===== src/hw/rtl/adam_sgd_parameter_update_unit_macros.svh =====
// Assertion macros for the Adam/SGD parameter update unit
`ifndef ADAM_SGD_PARAMETER_UPDATE_UNIT_MACROS_SVH
`define ADAM_SGD_PARAMETER_UPDATE_UNIT_MACROS_SVH
`ifndef NO_ASSERTIONS
`define ASGD_ASSERT_IMPL(lbl, clk, rst_n, ante, cons, msg) \
    lbl: assert property (@(posedge clk) disable iff (!rst_n) (ante) |-> (cons)) \
        else $error(msg);
`define ASGD_ASSERT_NEXT(lbl, clk, rst_n, ante, cons, msg) \
    lbl: assert property (@(posedge clk) disable iff (!rst_n) (ante) |=> (cons)) \
        else $error(msg);
`else
`define ASGD_ASSERT_IMPL(lbl, clk, rst_n, ante, cons, msg)
`define ASGD_ASSERT_NEXT(lbl, clk, rst_n, ante, cons, msg)
`endif
`endif


===== src/hw/rtl/asgd_pkg.sv =====
// Shared constants and types of the Adam/SGD parameter update unit
package asgd_pkg;

    localparam int WEIGHT_COUNT = 4096;
    localparam int ADDR_W       = $clog2(WEIGHT_COUNT);
    localparam int IDX_W        = 12;
    localparam int M_W          = 32;
    localparam int V_W          = 48;
    localparam int CFG_IDX_W    = 3;
    localparam int CFG_DATA_W   = 32;
    localparam int DIV_N_W      = 128;
    localparam int DIV_D_W      = 64;
    localparam int DIV_CNT_W    = $clog2(DIV_N_W);

    localparam logic [CFG_IDX_W-1:0] CFG_MODE  = 3'd0;
    localparam logic [CFG_IDX_W-1:0] CFG_LR    = 3'd1;
    localparam logic [CFG_IDX_W-1:0] CFG_BETA1 = 3'd2;
    localparam logic [CFG_IDX_W-1:0] CFG_BETA2 = 3'd3;
    localparam logic [CFG_IDX_W-1:0] CFG_EPS   = 3'd4;

    localparam logic        RST_MODE  = 1'b1;
    localparam logic [23:0] RST_LR    = 24'd16777;
    localparam logic [15:0] RST_BETA1 = 16'd58982;
    localparam logic [15:0] RST_BETA2 = 16'd65470;
    localparam logic [31:0] RST_EPS   = 32'd43;
    localparam logic [31:0] POW_ONE   = 32'hFFFF_FFFF;
    localparam logic [16:0] ONE_Q16   = 17'h1_0000;
    localparam logic [32:0] ONE_Q32   = 33'h1_0000_0000;
    localparam logic [33:0] STEP_CAP  = 34'h2_0000_0000;

    typedef enum logic [4:0] {
        S_CLEAR, S_IDLE, S_POW1, S_POW2, S_M1, S_M2, S_M3, S_V1, S_V2, S_V3, S_V4,
        S_MH_WT, S_VH_WT, S_SQI, S_SQ, S_D, S_L1, S_L2, S_L3, S_Q_WT, S_PL, S_AP, S_DONE
    } t_state;

endpackage


===== src/hw/rtl/asgd_div.sv =====
// Restoring divider, one quotient bit per cycle, low 64 quotient bits kept
module asgd_div (
    input  logic                         i_clk,
    input  logic                         i_rst_n,
    input  logic                         i_start,
    input  logic [asgd_pkg::DIV_N_W-1:0] i_num,
    input  logic [asgd_pkg::DIV_D_W-1:0] i_den,
    output logic                         o_done,
    output logic [asgd_pkg::DIV_D_W-1:0] o_quot
);
    logic                           r_busy;
    logic                           r_done;
    logic [asgd_pkg::DIV_CNT_W-1:0] r_cnt;
    logic [asgd_pkg::DIV_N_W-1:0]   r_num;
    logic [asgd_pkg::DIV_D_W-1:0]   r_den;
    logic [asgd_pkg::DIV_D_W-1:0]   r_rem;
    logic [asgd_pkg::DIV_D_W-1:0]   r_quot;
    logic [asgd_pkg::DIV_D_W:0]     rem_s;
    logic                           ge;

    assign rem_s  = {r_rem, r_num[asgd_pkg::DIV_N_W-1]};
    assign ge     = rem_s >= {1'b0, r_den};
    assign o_done = r_done;
    assign o_quot = r_quot;

    always_ff @(posedge i_clk) begin
        if (!i_rst_n) begin
            r_busy <= 1'b0;
            r_done <= 1'b0;
            r_cnt  <= '0;
        end else begin
            r_done <= 1'b0;
            if (r_busy) begin
                r_cnt <= r_cnt - 1'b1;
                if (r_cnt == '0) begin
                    r_busy <= 1'b0;
                    r_done <= 1'b1;
                end
            end else if (i_start) begin
                r_busy <= 1'b1;
                r_cnt  <= asgd_pkg::DIV_CNT_W'(asgd_pkg::DIV_N_W - 1);
            end
        end
    end

    always_ff @(posedge i_clk) begin
        if (r_busy) begin
            r_num  <= {r_num[asgd_pkg::DIV_N_W-2:0], 1'b0};
            r_rem  <= ge ? asgd_pkg::DIV_D_W'(rem_s - {1'b0, r_den})
                         : rem_s[asgd_pkg::DIV_D_W-1:0];
            r_quot <= {r_quot[asgd_pkg::DIV_D_W-2:0], ge};
        end else if (i_start) begin
            r_num  <= i_num;
            r_den  <= i_den;
            r_rem  <= '0;
            r_quot <= '0;
        end
    end
endmodule


===== config.mk =====
export PLATFORM = sky130hd
export DESIGN_NAME = asgd_div
export DESIGN_NICKNAME = d
export VERILOG_FILES = /design/src/hw/rtl/adam_sgd_parameter_update_unit_macros.svh /design/src/hw/rtl/asgd_pkg.sv /design/src/hw/rtl/asgd_div.sv
export SDC_FILE = /design/constraint.sdc
export NUM_CORES = 1
export LEC_CHECK = 0
export ABC_CLOCK_PERIOD_IN_PS = 16400
export BUFFER_PORTS_ARGS = -buffer_cell sky130_fd_sc_hd__buf_2
export CAP_MARGIN = 40
export CORE_UTILIZATION = 60
export CTS_CLUSTER_SIZE = 28
export DETAILED_ROUTE_END_ITERATION = 16
export PLACE_DENSITY = 0.83
export SYNTH_ARGS = -nofsm -noshare
export SYNTH_HDL_FRONTEND = slang
export SYNTH_SLANG_ARGS = --single-unit
export TNS_END_PERCENT = 50

===== constraint.sdc =====
create_clock -name i_clk -period 16.4 [get_ports i_clk]
set_input_delay 3.28 -clock i_clk [delete_from_list [all_inputs] [get_ports i_clk]]
set_output_delay 3.28 -clock i_clk [all_outputs]
set_load 0.05 [all_outputs]

# --- Yosys cells after proc, flatten, opt, wreduce, memory -nomap -nowiden ---
# Cells that the tools add are included.
op_classes:
  n_addsub: 2
  order_cmp: 1
  muxes: 12
  bitwise: 1
  n_reduce_logical: 4
op_table:
  columns: ["op", "n"]
  rows:
  - ["2-to-1 mux 128 bit", 2]
  - ["2-to-1 mux 64 bit", 4]
  - [">= comparator 65 x 64 -> 1 bit", 1]
  - ["subtractor 64 bit", 1]
  - ["2-to-1 mux 7 bit", 2]
  - ["logical NOT 7 bit", 1]
  - ["subtractor 7 x 1 -> 7 bit (second input constant)", 1]
  - ["2-to-1 mux 1 bit", 4]
  - ["AND reduction 2 bit", 2]
  - ["nonzero test 2 bit", 1]
  - ["inverter 1 bit", 1]
word_totals:
  register_bits: 329

# --- Longest topological paths before layout ---
logic_depth:
  word_depth: 3
  mapped_depth: 15

# --- Worst setup path after synthesis ---
# Ideal clock, no wire load.
synth_timing:
  path_kind: "input-to-reg"
  start: "input port i_start"
  end: "register r_busy"
  setup_ns: 0.104
  arrival_ns: 11.128
  required_time_ns: 16.296
  path_slack_ns: 5.168
  stages: 3
  n_path_buf: 1
  path_cell_list: "or2_2 -> clkbuf_1 -> and3_1"
synth_between:
  elab_chain_cells: 2
synth_lines:
  columns: ["element", "line", "rtl"]
  rows:
  - ["from (decl)", "asgd_div.sv:5", "input logic i_start,"]
  - ["2-to-1 mux 1 bit", "asgd_div.sv:39", "end else if (i_start) begin"]
  - ["2-to-1 mux 1 bit", "asgd_div.sv:33", "if (r_busy) begin"]
  - ["to (signal assigned)", "asgd_div.sv:28", "r_busy <= 1'b0;"]
  - ["to (signal assigned)", "asgd_div.sv:36", "r_busy <= 1'b0;"]
  - ["to (signal assigned)", "asgd_div.sv:40", "r_busy <= 1'b1;"]
  - ["to (decl)", "asgd_div.sv:11", "logic r_busy;"]
# No other way between the ends.
# A chain may end at the register's enable or synchronous reset.

==> results.cfg <==
[die]
dieArea_sq_um = 28420
io_pins = 260
initial_core_util = 0.6145
dieWidth_um = 168.6
core.rowCount = 60
coreArea_sq_um = 27100
die_h_um = 168.6

[final_layout]
drive_above_1_share = 0.2036
multi_input_area_sq_um = 6238
fillerInstances = 1927
syn_to_final_growth_pct = 16.09
nets = 1868
regArea_sq_um = 9783

[place]
io_buffers = 259
hpwlAfterDp_um = 25270
routabilityCongestion = 0.8965
dp_slack_ns = 10.27

[detailed_routing]
firstDrtPassIters = 7
wl_um = 37150
vias = 11960
drc = 0
avgViaCountPerCell = 5.960
drt_iter0_drc = 949
routedWlPerCell_um = 18.52
antenna_left = 0

[timing]
fin_skew_ns = 0.02685
period_share = 0.3371
hold_violations = 0
finalSetupViolations = 0
clock.fmax_mhz = 180.9
tightest_slew_ns = 1.164
rsz0062_at_grt = false
fin_crit_ns = 5.528
worst_slack_ns = 10.87
tns_ns = 0
slew_headroom = 0.2241
drv_slew = 0

[pwr]
cellPowerDensity_nw_per_um2 = 129.0
peakVddDrop_uv = 86.54
power_leakage_uw = 0.008127

[global_routing]
antenna_found_initial = 5
grt-ovfl-total = 0
grt_pass1_wl_um = 59630
grt_use_total = 0.2622
grt_max_degree = 211
grt_pass1_vias = 11770

[hold_path]
hold_class = reg -> reg

[setup_path]
end_kind = flip-flop
cp_max_fo = 73
worstPathArrival_ns = 5.92
critPathKind = in -> reg
worstPathRequired_ns = 16.79
start_kind = input port

[synthesis]
avgSynthCellArea_sq_um = 12.10
synth.most_common_cell = edfxtp_1
yosys-top-cells-count = edfxtp_1, a22o_1, nor2_1
synth_area_leaders = edfxtp_1, a22o_1, ha_1
syn_inst = 1376
ys_ff_latch = 329
synth_ff_type = edfxtp_1
yosysSeqAreaShare = 0.5873
yosys.area.top_type = edfxtp_1
synth-edff-count = 319
yosysWarnings = 0
synth_cell_type_count = 73
synth_top_area_share = 0.5752
syn_nets = 1638
async_flop_share = 0
syn_area_sq_um = 16650

[clocking]
hold_buffers = 0
cts_tree = built
path_clk_slew_ns = 0.06
postCtsSetupRepairBufs = 0
clock_sinks = 329
numCtsBuffers = 35
clkLatencyLatePin_ns = 0.53
clockRootBuffer = clkbuf_16
cts.repair.resized = 0
clk_path_buf_depth = 3
h-tree-depth = 2

[run]
cap_violations = 0

[status]
status = completed
## final timing paths
path,start,end,slack [ns],cells after the start
setup / recovery,i_start,r_num[32],10.87,6
hold / removal,r_cnt[5],r_cnt[5],0.50,1
setup reg to reg,r_rem[17],r_rem[63],11.70,12
hold reg to reg,r_cnt[5],r_cnt[5],0.50,1
## area by class of cell
| type | instances | share of cell area |
|---|---|---|
| flip-flops and latches | 329 | 0.5061 |
| multi-input cells | 884 | 0.3227 |
| repair buffers | 268 | 0.07326 |
| clock buffers | 39 | 0.04608 |
| well taps | 372 | 0.02408 |
| inverters | 88 | 0.01709 |
| clock inverters | 23 | 0.01036 |
| diodes | 3 | 0.0003883 |
## per-layer routing
| layer | GRT usage | part of all wire |
|---|---|---|
| met1 | 0.3469 | 0.42 |
| met2 | 0.4362 | 0.48 |
| met3 | 0.05775 | 0.075 |
| met4 | 0.07668 | 0.024 |
| met5 | 0 | 0.00027 |
## critical path, stage by stage
cell     delay (ns)
buf_2          0.12
nor2b_4        0.75
buf_4          0.73
buf_4          0.44
buf_16         0.31
a22o_1         0.20
## per-stage QoR
stage,utilization,hold WS [ns],instance area [sq um],total power [uW],instances
after floorplan,-,0.4450,16650,1599,1376
after global placement,0.6708,0.4619,18180,1716,1939
after detailed placement,0.6728,0.4860,18230,1741,1941
after CTS,0.7131,0.5041,19320,2501,2003
after global routing,0.7131,0.5335,19320,2605,2003
final,0.7133,0.5040,19330,2494,2006
## cell usage in the layout, fill, tap and decap left out, types with 5 or more instances in the layout
cell / instances
a22o_1: 127
and2_1: 68
inv_1: 87
nor2_1: 90
a21o_1: 21
clkinv_1: 8
o21bai_1: 14
edfxtp_1: 319
o22ai_1: 8
o21a_1: 15
ha_1: 66
clkinv_2: 9
xnor2_1: 32
or3_1: 9
a211oi_1: 17
and3_1: 6
o221ai_1: 6
nand3_1: 17
clkbuf_16: 35
o21ai_0: 46
nand4_1: 21
a31oi_1: 10
nand2b_1: 7
nand2_1: 72
nand4b_1: 5
nor2b_1: 7
a21oi_1: 74
o211ai_1: 8
xor2_1: 21
mux2i_1: 42
buf_2: 259
nor3_1: 17
dfxtp_1: 9
buf_4: 6
## cell families (layout without fill, tap and decap cells)
family | count (synthesis) | after routing | synth area share
AOI/OAI and AO/OA | 385 | 385 | 0.1672
and+or+nand+nor | 336 | 336 | 0.1018
DFF | 329 | 329 | 0.5873
buffers and inverters | 163 | 418 | 0.03915
adders and majority gates | 67 | 67 | 0.05079
xor gates and xnor gates | 53 | 53 | 0.02788
muxes | 43 | 43 | 0.02592
other | 0 | 3 | 0
## sequential cells by signal, summed over array words and instances, names as in the netlist
signal  flops
r_rem      64
o_quot     64
r_cnt       7
o_done      1
r_busy      1
r_num     128
r_den      64
## power by group
| group | internal [uW] | switching (uW) |
|---|---|---|
| Combinational | 250 | 394 |
| Sequential | 1040 | 48.4 |
| Clock | 428 | 330 |
| Total | 1720 | 772 |
(Power assumes the default switching activity.)
